### src/design/slt_pkg.sv
package slt_pkg;
   localparam int TOKEN_MAX_DEF = 63;
   localparam int FD_W = 31;

   localparam logic [2:0] RK_ARG  = 3'd0;
   localparam logic [2:0] RK_PATH = 3'd1;
   localparam logic [2:0] RK_PIPE = 3'd2;
   localparam logic [2:0] RK_NL   = 3'd3;
   localparam logic [2:0] RK_ERR  = 3'd4;

   localparam logic [2:0] ERR_NUL      = 3'd0;
   localparam logic [2:0] ERR_STOPPED  = 3'd1;
   localparam logic [2:0] ERR_REDIR2   = 3'd2;
   localparam logic [2:0] ERR_EMPTYPIPE = 3'd3;
   localparam logic [2:0] ERR_NOPATH   = 3'd4;
   localparam logic [2:0] ERR_TOOLONG  = 3'd5;

   localparam logic [7:0] CH_NL  = 8'h0A;
   localparam logic [7:0] CH_BS  = 8'h5C;
   localparam logic [7:0] CH_SQ  = 8'h27;
   localparam logic [7:0] CH_DQ  = 8'h22;
   localparam logic [7:0] CH_GT  = 8'h3E;
   localparam logic [7:0] CH_LT  = 8'h3C;
   localparam logic [7:0] CH_PIPE = 8'h7C;
   localparam logic [7:0] CH_SP  = 8'd32;

   localparam logic [1:0] QM_NONE = 2'd0;
   localparam logic [1:0] QM_SQ   = 2'd1;
   localparam logic [1:0] QM_DQ   = 2'd2;

   // classified byte command passed from front to back
   typedef struct packed {
      logic       restart;
      logic       nul;
      logic [7:0] ch;
   } cmd_type;
endpackage

### src/design/slt_ram.sv
module slt_ram #(
   parameter int WIDTH = 8,
   parameter int DEPTH = 63
) (
   input  logic                     clock,
   input  logic                     wr_en,
   input  logic [$clog2(DEPTH)-1:0] wr_addr,
   input  logic [WIDTH-1:0]         wr_data,
   input  logic [$clog2(DEPTH)-1:0] rd_addr,
   output logic [WIDTH-1:0]         rd_data
);
   logic [WIDTH-1:0] mem_ff [DEPTH];

   always_ff @(posedge clock) begin
      if (wr_en) begin
         mem_ff[wr_addr] <= wr_data;
      end
      rd_data <= mem_ff[rd_addr];
   end
endmodule

### src/design/slt_front.sv
// Input side: take items and queue them as commands (two-entry queue)
module slt_front (
   input  logic            clock,
   input  logic            reset,
   input  logic            req_valid,
   output logic            req_ready,
   input  logic            req_kind,
   input  logic [7:0]      req_char_in,
   output logic            cmd_valid,
   input  logic            cmd_ready,
   output slt_pkg::cmd_type cmd_data
);
   import slt_pkg::*;

   cmd_type q_ff [2];
   logic [1:0] cnt_ff, cnt_in;
   logic       rp_ff, rp_in, wp_ff, wp_in;
   logic       push, pop;
   cmd_type    nc;

   always_comb begin
      nc.restart = req_kind;
      nc.nul     = (req_char_in == 8'd0);
      nc.ch      = req_char_in;
   end

   assign req_ready = (cnt_ff != 2'd2);
   assign cmd_valid = (cnt_ff != 2'd0);
   assign cmd_data  = q_ff[rp_ff];
   assign push      = req_valid && req_ready;
   assign pop       = cmd_valid && cmd_ready;

   always_comb begin
      cnt_in = cnt_ff + {1'b0, push} - {1'b0, pop};
      rp_in  = rp_ff ^ pop;
      wp_in  = wp_ff ^ push;
   end

   always_ff @(posedge clock) begin
      if (reset) begin
         cnt_ff <= '0;
         rp_ff  <= 1'b0;
         wp_ff  <= 1'b0;
      end else begin
         cnt_ff <= cnt_in;
         rp_ff  <= rp_in;
         wp_ff  <= wp_in;
      end
      if (push) begin
         q_ff[wp_ff] <= nc;
      end
   end
endmodule

### src/design/slt_back.sv
// Command side: tokenizer state and sequenced result emission
module slt_back #(
   parameter int TOKEN_MAX = slt_pkg::TOKEN_MAX_DEF
) (
   input  logic                    clock,
   input  logic                    reset,
   input  logic                    cmd_valid,
   output logic                    cmd_ready,
   input  slt_pkg::cmd_type        cmd_data,
   output logic                    rsp_valid,
   input  logic                    rsp_ready,
   output logic [2:0]              rsp_result_kind,
   output logic [7:0]              rsp_token_byte,
   output logic                    rsp_token_end,
   output logic [slt_pkg::FD_W-1:0] rsp_redirect_fd,
   output logic                    rsp_redirect_is_input,
   output logic                    rsp_command_kept,
   output logic [2:0]              rsp_error_code,
   output logic                    rsp_last
);
   import slt_pkg::*;

   localparam int AW = (TOKEN_MAX > 1) ? $clog2(TOKEN_MAX) : 1;
   localparam int LW = $clog2(TOKEN_MAX + 1);
   localparam logic [LW-1:0] LEN_MAX = LW'(TOKEN_MAX);

   // sequencer states
   localparam logic [3:0] S_IDLE   = 4'd0;
   localparam logic [3:0] S_EXEC   = 4'd1;  // decide action for held byte
   localparam logic [3:0] S_DUMP   = 4'd2;  // waiting read latency
   localparam logic [3:0] S_DUMPB  = 4'd3;  // emit byte
   localparam logic [3:0] S_POST   = 4'd4;  // after token dump
   localparam logic [3:0] S_OUT    = 4'd5;  // hold result until transfer
   localparam logic [3:0] S_APP2   = 4'd6;  // second append (quoted byte after backslash)

   // what to do after a token dump
   localparam logic [2:0] P_NONE  = 3'd0;
   localparam logic [2:0] P_NL    = 3'd1;
   localparam logic [2:0] P_PIPE  = 3'd2;
   localparam logic [2:0] P_REDIR = 3'd3;  // finish while redirect pending, then retry
   localparam logic [2:0] P_REDGO = 3'd4;  // set redirection with default fd

   logic [3:0] st_ff, st_in;
   logic [2:0] post_ff, post_in;
   logic [7:0] ch_ff, ch_in;
   logic       esc_ff, esc_in;
   logic [1:0] qm_ff, qm_in;
   logic       done_ff, done_in, stop_ff, stop_in;
   logic [LW-1:0] len_ff, len_in, idx_ff, idx_in;
   logic [FD_W-1:0] num_ff, num_in, pfd_ff, pfd_in;
   logic       isnum_ff, isnum_in, rp_ff, rp_in, pin_ff, pin_in, arg_ff, arg_in;
   logic [7:0] app2_ff, app2_in;
   logic       ret_ff, ret_in;  // return to OUT->IDLE vs post after output

   // output register
   logic [2:0] ok_ff, ok_in;
   logic [7:0] ob_ff, ob_in;
   logic       oe_ff, oe_in;
   logic [FD_W-1:0] ofd_ff, ofd_in;
   logic       oin_ff, oin_in, okp_ff, okp_in, olast_ff, olast_in;
   logic [2:0] oerr_ff, oerr_in;

   logic       wr_en;
   logic [AW-1:0] wr_addr, rd_addr;
   logic [7:0] wr_data, rd_data;

   slt_ram #(.WIDTH(8), .DEPTH(TOKEN_MAX)) u_buf (
      .clock(clock), .wr_en(wr_en), .wr_addr(wr_addr), .wr_data(wr_data),
      .rd_addr(rd_addr), .rd_data(rd_data)
   );

   assign cmd_ready = (st_ff == S_IDLE);
   assign rsp_valid = (st_ff == S_OUT);
   assign rsp_result_kind       = ok_ff;
   assign rsp_token_byte        = ob_ff;
   assign rsp_token_end         = oe_ff;
   assign rsp_redirect_fd       = ofd_ff;
   assign rsp_redirect_is_input = oin_ff;
   assign rsp_command_kept      = okp_ff;
   assign rsp_error_code        = oerr_ff;
   assign rsp_last              = olast_ff;
   assign rd_addr = idx_ff[AW-1:0];

   logic [34:0] num_x10;
   assign num_x10 = {1'b0, num_ff, 3'b000} + {3'b000, num_ff, 1'b0};

   always_comb begin
      logic       dig, append_ok, quoted;
      logic [7:0] ab;
      logic       do_app;
      logic [34:0] nv;
      logic [1:0] mine;

      st_in = st_ff; post_in = post_ff; ch_in = ch_ff; esc_in = esc_ff; qm_in = qm_ff;
      done_in = done_ff; stop_in = stop_ff; len_in = len_ff; idx_in = idx_ff;
      num_in = num_ff; pfd_in = pfd_ff; isnum_in = isnum_ff; rp_in = rp_ff;
      pin_in = pin_ff; arg_in = arg_ff; app2_in = app2_ff; ret_in = ret_ff;
      ok_in = ok_ff; ob_in = ob_ff; oe_in = oe_ff; ofd_in = ofd_ff; oin_in = oin_ff;
      okp_in = okp_ff; olast_in = olast_ff; oerr_in = oerr_ff;
      wr_en = 1'b0; wr_addr = len_ff[AW-1:0]; wr_data = 8'd0;
      do_app = 1'b0; ab = 8'd0; quoted = 1'b0; mine = QM_SQ; nv = '0;
      dig = 1'b0; append_ok = 1'b0;

      case (st_ff)
         S_IDLE: begin
            if (cmd_valid) begin
               ch_in = cmd_data.ch;
               ok_in = RK_ERR; ob_in = 8'd0; oe_in = 1'b0; ofd_in = '0; oin_in = 1'b0;
               okp_in = 1'b0; olast_in = 1'b1; ret_in = 1'b0;
               if (cmd_data.restart) begin
                  esc_in = 1'b0; qm_in = QM_NONE; done_in = 1'b0; stop_in = 1'b0;
                  len_in = '0; num_in = '0; isnum_in = 1'b0; rp_in = 1'b0;
                  pfd_in = '0; pin_in = 1'b0; arg_in = 1'b0;
               end else if (cmd_data.nul) begin
                  oerr_in = ERR_NUL; stop_in = 1'b1; st_in = S_OUT;
               end else if (stop_ff || done_ff) begin
                  oerr_in = ERR_STOPPED; stop_in = 1'b1; st_in = S_OUT;
               end else begin
                  st_in = S_EXEC;
               end
            end
         end
         S_EXEC: begin
            st_in = S_IDLE;
            mine = (ch_ff == CH_SQ) ? QM_SQ : QM_DQ;
            case (ch_ff)
               CH_NL: begin
                  if (esc_ff) esc_in = 1'b0;
                  else if (qm_ff != QM_NONE) begin do_app = 1'b1; ab = ch_ff; end
                  else begin post_in = P_NL; idx_in = '0; st_in = S_DUMP; end
               end
               CH_BS: begin
                  if (esc_ff || qm_ff == QM_SQ) begin
                     esc_in = 1'b0; do_app = 1'b1; ab = ch_ff;
                  end else esc_in = 1'b1;
               end
               CH_SQ, CH_DQ: begin
                  esc_in = 1'b0;
                  if (esc_ff && qm_ff == QM_DQ && ch_ff == CH_SQ) begin
                     do_app = 1'b1; ab = CH_BS; app2_in = ch_ff;
                  end else if (esc_ff || (qm_ff != QM_NONE && qm_ff != mine)) begin
                     do_app = 1'b1; ab = ch_ff;
                  end else qm_in = (qm_ff == mine) ? QM_NONE : mine;
               end
               default: quoted = 1'b1;
            endcase
            if (quoted) begin
               if ((ch_ff == CH_GT || ch_ff == CH_LT) && !esc_ff && qm_ff == QM_NONE) begin
                  idx_in = '0;
                  if (rp_ff) begin
                     post_in = P_REDIR; st_in = S_DUMP;
                  end else if (len_ff != '0 && isnum_ff) begin
                     rp_in = 1'b1; pfd_in = num_ff; pin_in = (ch_ff == CH_LT);
                     len_in = '0; isnum_in = 1'b0; num_in = '0;
                  end else begin
                     post_in = P_REDGO; st_in = S_DUMP;
                  end
               end else if (ch_ff == CH_PIPE && !esc_ff && qm_ff == QM_NONE) begin
                  post_in = P_PIPE; idx_in = '0; st_in = S_DUMP;
               end else if (!esc_ff && qm_ff == QM_NONE && ch_ff <= CH_SP) begin
                  post_in = P_NONE; idx_in = '0; st_in = S_DUMP;
               end else begin
                  esc_in = 1'b0;
                  if (esc_ff && qm_ff == QM_DQ) begin
                     do_app = 1'b1; ab = CH_BS; app2_in = ch_ff;
                  end else begin
                     do_app = 1'b1; ab = ch_ff;
                  end
               end
            end
            // the two-append cases mark a second byte in app2
            if (do_app && ab == CH_BS && esc_ff && qm_ff == QM_DQ &&
                ch_ff != CH_BS && ch_ff != CH_DQ && ch_ff != CH_NL) begin
               st_in = S_APP2;
            end
         end
         S_APP2: begin
            do_app = 1'b1; ab = app2_ff; st_in = S_IDLE;
         end
         S_DUMP: begin
            // token dump: read latency cycle, or post actions when done
            if (idx_ff >= len_ff) begin
               st_in = S_POST;
            end else begin
               st_in = S_DUMPB;
            end
         end
         S_DUMPB: begin
            ok_in = rp_ff ? RK_PATH : RK_ARG; ob_in = rd_data;
            oe_in = (idx_ff + 1'b1 == len_ff); ofd_in = rp_ff ? pfd_ff : '0;
            oin_in = rp_ff & pin_ff; okp_in = 1'b0; oerr_in = 3'd0;
            // only a command end puts another result behind the token
            olast_in = oe_in && !(post_ff == P_NL || post_ff == P_PIPE);
            idx_in = idx_ff + 1'b1; ret_in = 1'b1; st_in = S_OUT;
         end
         S_POST: begin
            // finish_token bookkeeping if a token was dumped
            if (len_ff != '0) begin
               if (!rp_ff) arg_in = 1'b1;
               len_in = '0; isnum_in = 1'b0; num_in = '0;
               rp_in = 1'b0; pfd_in = '0; pin_in = 1'b0;
            end
            ok_in = RK_ERR; ob_in = 8'd0; oe_in = 1'b0; ofd_in = '0; oin_in = 1'b0;
            okp_in = 1'b0; olast_in = 1'b1; ret_in = 1'b0; oerr_in = 3'd0;
            st_in = S_IDLE;
            case (post_ff)
               P_NL, P_PIPE: begin
                  if (rp_ff && len_ff == '0) begin
                     oerr_in = ERR_NOPATH; stop_in = 1'b1; st_in = S_OUT;
                  end else if (arg_ff || (len_ff != '0 && !rp_ff)) begin
                     ok_in = (post_ff == P_NL) ? RK_NL : RK_PIPE; okp_in = 1'b1;
                     arg_in = 1'b0; st_in = S_OUT;
                     if (post_ff == P_NL) done_in = 1'b1;
                  end else if (post_ff == P_PIPE) begin
                     oerr_in = ERR_EMPTYPIPE; stop_in = 1'b1; st_in = S_OUT;
                  end else begin
                     ok_in = RK_NL; done_in = 1'b1; st_in = S_OUT;
                  end
               end
               P_REDIR: begin
                  if (len_ff == '0) begin
                     oerr_in = ERR_REDIR2; stop_in = 1'b1; st_in = S_OUT;
                  end else begin
                     rp_in = 1'b1; pin_in = (ch_ff == CH_LT);
                     pfd_in = (ch_ff == CH_GT) ? FD_W'(1) : '0;
                  end
               end
               P_REDGO: begin
                  rp_in = 1'b1; pin_in = (ch_ff == CH_LT);
                  pfd_in = (ch_ff == CH_GT) ? FD_W'(1) : '0;
               end
               default: ;
            endcase
         end
         S_OUT: begin
            if (rsp_ready) begin
               if (ret_ff) begin
                  st_in = (idx_ff >= len_ff) ? S_POST : S_DUMPB;
               end else st_in = S_IDLE;
            end
         end
         default: st_in = S_IDLE;
      endcase

      if (do_app) begin
         dig = (ab >= 8'h30) && (ab <= 8'h39);
         append_ok = (len_ff < LEN_MAX);
         if (!append_ok) begin
            ok_in = RK_ERR; ob_in = 8'd0; oe_in = 1'b0; ofd_in = '0; oin_in = 1'b0;
            okp_in = 1'b0; olast_in = 1'b1; ret_in = 1'b0; oerr_in = ERR_TOOLONG;
            stop_in = 1'b1; st_in = S_OUT;
         end else begin
            wr_en = 1'b1; wr_data = ab; len_in = len_ff + 1'b1;
            nv = num_x10 + {31'd0, ab[3:0]};
            if (len_ff == '0) begin
               isnum_in = dig; num_in = dig ? FD_W'(ab[3:0]) : '0;
            end else if (isnum_ff && dig && !(len_ff == LW'(1) && num_ff == '0)) begin
               if (nv > 35'h7FFFFFFF) begin isnum_in = 1'b0; num_in = '0; end
               else num_in = nv[FD_W-1:0];
            end else begin
               isnum_in = 1'b0; num_in = '0;
            end
         end
      end
   end

   always_ff @(posedge clock) begin
      if (reset) begin
         st_ff <= S_IDLE; esc_ff <= 1'b0; qm_ff <= QM_NONE; done_ff <= 1'b0;
         stop_ff <= 1'b0; len_ff <= '0; num_ff <= '0; isnum_ff <= 1'b0;
         rp_ff <= 1'b0; pfd_ff <= '0; pin_ff <= 1'b0; arg_ff <= 1'b0;
      end else begin
         st_ff <= st_in; esc_ff <= esc_in; qm_ff <= qm_in; done_ff <= done_in;
         stop_ff <= stop_in; len_ff <= len_in; num_ff <= num_in; isnum_ff <= isnum_in;
         rp_ff <= rp_in; pfd_ff <= pfd_in; pin_ff <= pin_in; arg_ff <= arg_in;
      end
      post_ff <= post_in; ch_ff <= ch_in; idx_ff <= idx_in; app2_ff <= app2_in;
      ret_ff <= ret_in; ok_ff <= ok_in; ob_ff <= ob_in; oe_ff <= oe_in;
      ofd_ff <= ofd_in; oin_ff <= oin_in; okp_ff <= okp_in; olast_ff <= olast_in;
      oerr_ff <= oerr_in;
   end
endmodule

### src/design/shell_line_tokenizer.sv
// Channel | Direction | Signals
// req     | in        | req_valid/req_ready, req_kind, req_char_in
// rsp     | out       | rsp_valid/rsp_ready, rsp_result_kind ... rsp_last
// An ordinary byte passes IDLE (accept) and EXEC (execute) in the command sequencer,
// plus APP2 when a backslash is kept in front of it; a byte rejected on accept goes to OUT.
// A token dump reads the first buffer byte in DUMP, then DUMPB (load) and OUT (output)
// per emitted token byte, and POST to finish; every result waits for its transfer.
// A two-entry queue lets the input side take up to two bytes while results stall.
// Reset is synchronous and clears all tokenizer state; the buffer needs no clear.
module shell_line_tokenizer #(
   parameter int TOKEN_MAX = slt_pkg::TOKEN_MAX_DEF
) (
   input  logic                     clock,
   input  logic                     reset,
   input  logic                     req_valid,
   output logic                     req_ready,
   input  logic                     req_kind,
   input  logic [7:0]               req_char_in,
   output logic                     rsp_valid,
   input  logic                     rsp_ready,
   output logic [2:0]               rsp_result_kind,
   output logic [7:0]               rsp_token_byte,
   output logic                     rsp_token_end,
   output logic [slt_pkg::FD_W-1:0] rsp_redirect_fd,
   output logic                     rsp_redirect_is_input,
   output logic                     rsp_command_kept,
   output logic [2:0]               rsp_error_code,
   output logic                     rsp_last
);
   import slt_pkg::*;

   logic    cmd_valid, cmd_ready;
   cmd_type cmd_data;

   slt_front u_front (
      .clock(clock), .reset(reset), .req_valid(req_valid), .req_ready(req_ready),
      .req_kind(req_kind), .req_char_in(req_char_in), .cmd_valid(cmd_valid),
      .cmd_ready(cmd_ready), .cmd_data(cmd_data)
   );

   slt_back #(.TOKEN_MAX(TOKEN_MAX)) u_back (
      .clock(clock), .reset(reset), .cmd_valid(cmd_valid), .cmd_ready(cmd_ready),
      .cmd_data(cmd_data), .rsp_valid(rsp_valid), .rsp_ready(rsp_ready),
      .rsp_result_kind(rsp_result_kind), .rsp_token_byte(rsp_token_byte),
      .rsp_token_end(rsp_token_end), .rsp_redirect_fd(rsp_redirect_fd),
      .rsp_redirect_is_input(rsp_redirect_is_input),
      .rsp_command_kept(rsp_command_kept), .rsp_error_code(rsp_error_code),
      .rsp_last(rsp_last)
   );
endmodule

### config.mk
export PLATFORM = sky130hd
export DESIGN_NAME = shell_line_tokenizer
export DESIGN_NICKNAME = d
export VERILOG_FILES = /design/src/design/slt_pkg.sv /design/src/design/slt_ram.sv /design/src/design/slt_front.sv /design/src/design/slt_back.sv /design/src/design/shell_line_tokenizer.sv
export SDC_FILE = /design/constraint.sdc
export NUM_CORES = 1
export LEC_CHECK = 0
export ABC_AREA = 1
export BUFFER_PORTS_ARGS = -buffer_cell sky130_fd_sc_hd__buf_2
export CAP_MARGIN = 30
export CORE_MARGIN = 5
export CORE_UTILIZATION = 55
export DETAILED_ROUTE_END_ITERATION = 7
export MAX_ROUTING_LAYER = met4
export PLACE_DENSITY = 0.71
export SYNTH_ARGS = -nofsm -noshare
export SYNTH_HDL_FRONTEND = slang
export SYNTH_SLANG_ARGS = --single-unit
### constraint.sdc
create_clock -name clock -period 4.9 [get_ports clock]
set_clock_uncertainty 0.15 [all_clocks]
set_input_delay 0.245 -clock clock [delete_from_list [all_inputs] [get_ports clock]]
set_output_delay 0.245 -clock clock [all_outputs]
set_load 0.01 [all_outputs]
==> flow_summary.yaml, run 1 <==
synthesis:
  synth-seq-cells: 692
  synth_nets: 3086
  synth_cells: 2996
  yosys.area.top_type_share_pct: 53.3
  async_flop_share_pct: 0
  netlist_area_sq_mm: 0.0309
  synth_area_leader_cell: "edfxtp_1"
  synth_edf_count: 549
  syn_area_per_cell_sq_um: 10.3
  yosysSeqAreaShare_pct: 62.6
  yosysUniqueCellTypes: 65
  synth_flop_cell: "edfxtp_1"
  yosysWarnings: 0
  synthTopCellsByArea: "edfxtp_1 53%, dfxtp_1 9.3%, nor2_1 6.4%, o21ai_0 5.3%, nand2_1 5.1%"
die:
  coreArea_sq_mm: 0.0561
  core.rowCount: 87
  start_util_pct: 55.2
  die_area_sq_mm: 0.0611
  die_w_microns: 247
  io_pins: 64
  die_y_microns: 247
global_routing:
  grt_max_degree: 127
  gr-total-overflow: 0
  grt_antenna_before_repair: 1
  grt_pass1_vias: 22500
  grt_usage_pct: 27.8
  grt_pass1_wl_mm: 129
place:
  placedCellCount: 3718
  hpwlAfterDp_mm: 53.9
  portBuffers: 63
  routabilityCongestion: 0.967
power_and_ir_drop:
  powerDensity_mw_per_mm2: 372
  p_leak_uw: 0.0123
  ir_drop_uv: 294
  p_total_uw: 12900
clock_tree:
  clock_latency_ns: 0.61
  cts_tree: "done"
  clock-sinks: 692
  cts_inserted_buffers: 71
  clkTransAtPathRegs_ns: 0.06
  cts_root_buf: "clkbuf_16"
  clockBufferDepth: 3
  htreeDepth: 3
setup_path:
  cpMostUsedCell: "nand2_1"
  r2r_slack_ns: 0.38
  cp.required_ns: 5.27
  critPathCaptureType: "register"
  cp_max_fo: 18
  cp.arrival_ns: 4.90
  cp_slowest_cell: "edfxtp_1"
  crit_type: "register to register"
  start_kind: "register"
  rr_worst_depth: 34
  regToRegEndpoint: "u_back.num_ff[4]"
  worst_path_largest_cell_delay_ns: 0.40
  r2r_start: "u_back.ch_ff[2]"
final_layout:
  diodes: 0
  fillers: 4503
  final_cell_count_no_fill: 3864
  area_growth_pct: 11.8
  drive_gt1_share_pct: 10.0
  final_nets: 3143
routing:
  post_drt_wl_per_cell_microns: 21.6
  drc: 0
  drt_iter0_drc: 2453
  routed_wl_mm: 83.4
  vias: 23200
  via_per_inst: 6.00
  ant_nets: 0
  firstDrtPassIters: 5
hold_path:
  hold_start: "reset"
  hold_path.class: "primary input to register"
  min_delay_path_depth: 3
  min_to: "u_front.cnt_ff[0]"
job:
  max-cap-violations: 0
timing:
  maxSlewViolCount: 0
  period_share_pct: 92.3
  worst_slew_margin_rel_pct: 35.7
  hold_violations: 0
  rsz0062_at_grt: "no"
  period_needed_ns: 4.52
  final.setup.tns_ns: 0
  setup_viol_count_final: 0
  max_clock_freq_mhz: 221
  worst_pin_slew_ns: 0.964
status:
  outcome: "finished, final reports clean"
[layer usage]
metal	wire length, microns	vias up	global-route usage (%)
li1	-	10800	-
met1	34200	11300	36.5
met2	40500	933	44.9
met3	5970	156	3.79
met4	2850	0	9.70
met5	0	-	-
[registers in the layout (all words and copies together), names as in the netlist, 8 cells and up, named ones only]
name and flops:
u_back.ch_ff 8, u_back.num_ff 31, u_back.pfd_ff 31, u_back.rsp_redirect_fd 31, u_back.rsp_token_byte 8, u_back.u_buf.mem_ff 504, u_back.u_buf.rd_data 8, u_front.q_ff 20
[worst max-delay path, delay by kind of cell (launching register included)]
family	cells	cell delay [ns]
AOI/OAI and AO/OA	2	0.27
xor gates and xnor gates	1	0.15
adders and majority gates	2	0.69
buffers and inverters	5	0.45
DFF	1	0.40
and+or+nand+nor	24	2.32
[cells in the final DEF (no fill, tap or decap), types with 6 or more instances in the layout]
| master | n |
|---|---|
| nand4_1 | 24 |
| nor2_4 | 14 |
| buf_2 | 63 |
| a31oi_1 | 13 |
| nor4_1 | 8 |
| clkbuf_1 | 17 |
| nor3_1 | 26 |
| nand3_1 | 72 |
| a21oi_1 | 129 |
| o21bai_1 | 9 |
| nand2_1 | 417 |
| clkinv_1 | 18 |
| inv_1 | 152 |
| clkbuf_8 | 6 |
| o31ai_1 | 6 |
| nand2_4 | 6 |
| nor2_1 | 518 |
| ha_1 | 76 |
| dfxtp_1 | 143 |
| nand2_2 | 13 |
| a211oi_1 | 12 |
| edfxtp_1 | 549 |
| a32oi_1 | 37 |
| dlygate4sd3_1 | 10 |
| o22ai_1 | 140 |
| buf_4 | 57 |
| o21ai_0 | 327 |
| xnor2_1 | 9 |
| xor2_1 | 20 |
| clkinv_2 | 9 |
| nor2_2 | 16 |
| o32ai_1 | 6 |
| clkbuf_16 | 75 |
| inv_2 | 14 |
| a22oi_1 | 11 |
[through the flow]
stage	util (%)	hold slack, ns	setup WS [ns]	area, sq um
floorplan	-	0.194	0.834	30900
global placement	57.3	0.288	0.302	32100
detailed placement	57.3	0.289	0.173	32100
CTS	61.5	0.0951	0.145	34500
global route	61.7	0.130	0.00510	34600
finish	61.7	0.113	0.376	34600
[synthesized netlist by cell type (all sizes together), types with 6 or more instances]
cell type and count:
o21ai 328, o22ai 140, nor2 549, dfxtp 143, ha 76, nand3 77
inv 167, a22oi 11, buf 39, clkbuf 113, o31ai 6, nor3 28
o21bai 9, a32oi 37, a21oi 134, nor4 8, nand4 26, a31oi 13
a211oi 12, edfxtp 549, xor2 20, nand2 437, o32ai 6, xnor2 9
clkinv 8
[cells by family (layout without fill, tap and decap cells)]
| family | after synthesis | after routing | synth area share (%) |
|---|---|---|---|
| xor+xnor | 29 | 29 | 0.821 |
| buf+inv | 327 | 439 | 4.20 |
| simple gates | 1132 | 1132 | 15.3 |
| mux | 3 | 3 | 0.0971 |
| other cells | 1 | 1 | 0.0121 |
| fa+ha+maj | 77 | 77 | 3.14 |
| flops | 692 | 692 | 62.6 |
| compound gates | 735 | 735 | 13.8 |
[final cells by class]
cell class	instances	area (sq um)	area share, %
Sequential cell	692	19300	55.9
Multi-Input combinational cell	1977	10400	30.0
Clock buffer	99	2030	5.87
Timing Repair Buffer	136	971	2.81
Tap cell	756	946	2.73
Inverter	175	662	1.91
Clock inverter	29	239	0.691
[what timing repair did]
action	4_1_cts	5_1_grt
hold endpoints to repair	22	0
endpoints found under the setup margin	0	30
gates resized for setup	0	8
hold buffers	10	0
buffers inserted	0	7
[how the worst max path moves through the flow]
| stage | cells past startpoint | endpoint | start | slack [ns] |
|---|---|---|---|---|
| after floorplan | 34 | u_back.num_ff[10] | u_back.ch_ff[1] | 0.83 |
| after global placement | 33 | u_back.num_ff[4] | u_back.ch_ff[2] | 0.30 |
| after detailed placement | 28 | u_back.num_ff[4] | u_back.ch_ff[6] | 0.17 |
| after CTS | 28 | u_back.num_ff[4] | u_back.ch_ff[6] | 0.14 |
| after global routing | 34 | u_back.num_ff[4] | u_back.ch_ff[6] | 0.005 |
| final | 34 | u_back.num_ff[4] | u_back.ch_ff[2] | 0.38 |
[power breakdown]
part	switching (uW)	internal, uW	total (uW)	leakage [uW]
registers	78.9	6420	6500	0.00573
logic	778	311	1090	0.00544
clock network	2230	3060	5290	0.00111
Note: power is estimated with default switching activity, not from simulation.
==> inputs of run 2 (changes only) <==
--- a/config.mk
+++ b/config.mk
@@ -13,6 +13,7 @@
 export DETAILED_ROUTE_END_ITERATION = 7
 export MAX_ROUTING_LAYER = met4
 export PLACE_DENSITY = 0.71
+export RECOVER_POWER = 50
 export SYNTH_ARGS = -nofsm -noshare
 export SYNTH_HDL_FRONTEND = slang
 export SYNTH_SLANG_ARGS = --single-unit
==> run 2 against run 1 <==
Effect of this change: the flow now finishes with violations (capacitance limit, slew limit); register-to-register slack got worse by 0.07 ns; largest power group unchanged; worst hold slack got worse by 0.0080 ns; combinational power barely moved; clock power barely moved; cell count did not move; sequential power barely moved; first-iteration DRC count fell by 0.69%; critical path depth fell by 26; worst setup slack got worse by 0.067 ns; die area did not move; wire length barely moved; fmax fell by 1.5%.
==> flow_summary.yaml, run 2 (synthesized netlist as in run 1, its figures left out) <==
global_routing:
  grt_pass1_vias: 22500
  grt_antenna_before_repair: 1
  grt_max_degree: 127
  gr-total-overflow: 0
  grt_usage_pct: 27.8
  grt_pass1_wl_mm: 129
final_layout:
  regMostFlops: "u_back.u_buf.mem_ff"
  largest_reg_flops: 504
  fin_util_pct: 61.3
  fillers: 4571
  final_nets: 3143
  final_cell_count_no_fill: 3864
  final_cell_mix: "549 x edfxtp_1, 525 x nor2_1, 419 x nand2_1"
  drive_gt1_share_pct: 7.14
  diodes: 0
  final_common_cell: "edfxtp_1"
  area_growth_pct: 11.1
timing:
  worst_slew_margin_rel_pct: -73.1
  maxSlewViolCount: 246
  period_share_pct: 93.7
  rsz0062_at_grt: "no"
  final.setup.tns_ns: 0
  worst_pin_slew_ns: 2.60
  max_clock_freq_mhz: 218
  setup_ws_ns: 0.309
  period_needed_ns: 4.59
  hold_violations: 0
  setup_viol_count_final: 0
die:
  start_util_pct: 55.2
  die_y_microns: 247
  io_pins: 64
  coreArea_sq_mm: 0.0561
  core.rowCount: 87
  die_area_sq_mm: 0.0611
  die_w_microns: 247
clock_tree:
  clock_latency_ns: 0.61
  cts_root_buf: "clkbuf_16"
  htreeDepth: 3
  cts_tree: "done"
  clock-sinks: 692
  clkTransAtPathRegs_ns: 0.06
  clockBufferDepth: 3
  cts_inserted_buffers: 71
setup_path:
  start_kind: "register"
  rr_worst_depth: 8
  worst-path-buf-inv: 2
  crit_type: "register to register"
  cp_max_fo: 66
  path_depth: 8
  crit_start: "u_back.idx_ff[0]"
  r2r_slack_ns: 0.31
  cp.required_ns: 5.27
  crit_family: "buffers and inverters"
  r2r_start: "u_back.idx_ff[0]"
  critPathCaptureType: "register"
  path_cells: "inv_1, buf_4, ha_1, a21oi_1, o21ai_0, a2111oi_0, nand3_1, o2111ai_1"
  cp.arrival_ns: 4.96
  worst_path_largest_cell_delay_ns: 1.70
  cp_slowest_cell: "inv_1"
routing:
  ant_nets: 0
  drc: 0
  firstDrtPassIters: 6
  vias: 23100
  routed_wl_mm: 83.4
  drt_iter0_drc: 2436
  via_per_inst: 5.99
  post_drt_wl_per_cell_microns: 21.6
hold_path:
  hold_path.class: "primary input to register"
  min_delay_path_depth: 3
  hold_start: "reset"
power_and_ir_drop:
  p_leak_uw: 0.0120
  ir_drop_uv: 296
  powerDensity_mw_per_mm2: 375
  p_total_uw: 12900
status:
  violations: "capacitance limit, slew limit"
  outcome: "finished with violations"
job:
  max-cap-violations: 7
place:
  routabilityCongestion: 0.967
  dpl_worst_slack_ns: 0.173
  placedCellCount: 3718
  hpwlAfterDp_mm: 53.9
  portBuffers: 63
-- run 2: final timing paths --
check	endpoint
setup reg to reg	u_back.rsp_last
setup / recovery	u_back.rsp_last
hold reg to reg	u_back.pfd_ff[4]
hold / removal	u_front.cnt_ff[0]
-- run 2: tightest hold or removal path: stages --
cell and delay [ns]:
buf_2 0.09, buf_4 0.31, nor2_1 0.17
-- run 2: power by group --
group / switching [uW] / leakage (uW) / internal (uW) / total [uW]
clock network: 2230 / 0.00111 / 3060 / 5290
logic: 774 / 0.00513 / 303 / 1080
registers: 78.4 / 0.00573 / 6420 / 6500
-- run 2: final cells by class --
type | count | area (sq um) | area share [%]
sequential | 692 | 19300 | 56.3
multi-input combinational | 1977 | 10300 | 30.0
clock buffer | 99 | 2030 | 5.91
tap | 756 | 946 | 2.75
timing repair buffer | 136 | 828 | 2.41
inverter | 175 | 657 | 1.91
clock inverter | 29 | 239 | 0.696
-- run 2: per-layer routing --
| layer | vias to the layer above | part of all wire, % | global-route usage, % | wire length [microns] |
|---|---|---|---|---|
| met5 | - | 0 | - | 0 |
| met4 | 0 | 3.3 | 9.70 | 2790 |
| met3 | 144 | 7.3 | 3.79 | 6090 |
| met2 | 974 | 49 | 44.9 | 40500 |
| met1 | 11300 | 41 | 36.5 | 34000 |
| li1 | 10800 | - | - | - |
-- run 2: through the flow --
step,area [sq um],hold WS [ns]
floorplan,30900,0.194
finish,34400,0.105
detailed placement,32100,0.289
global placement,32100,0.288
global route,34400,0.130
CTS,34500,0.0951
-- run 2: repair_timing --
action                                  4_1_cts  5_1_grt
hold buffers                                 10        0
buffers inserted                              0        7
endpoints found under the hold margin        22        0
endpoints found under the setup margin        0       30
resized for setup                             0        8
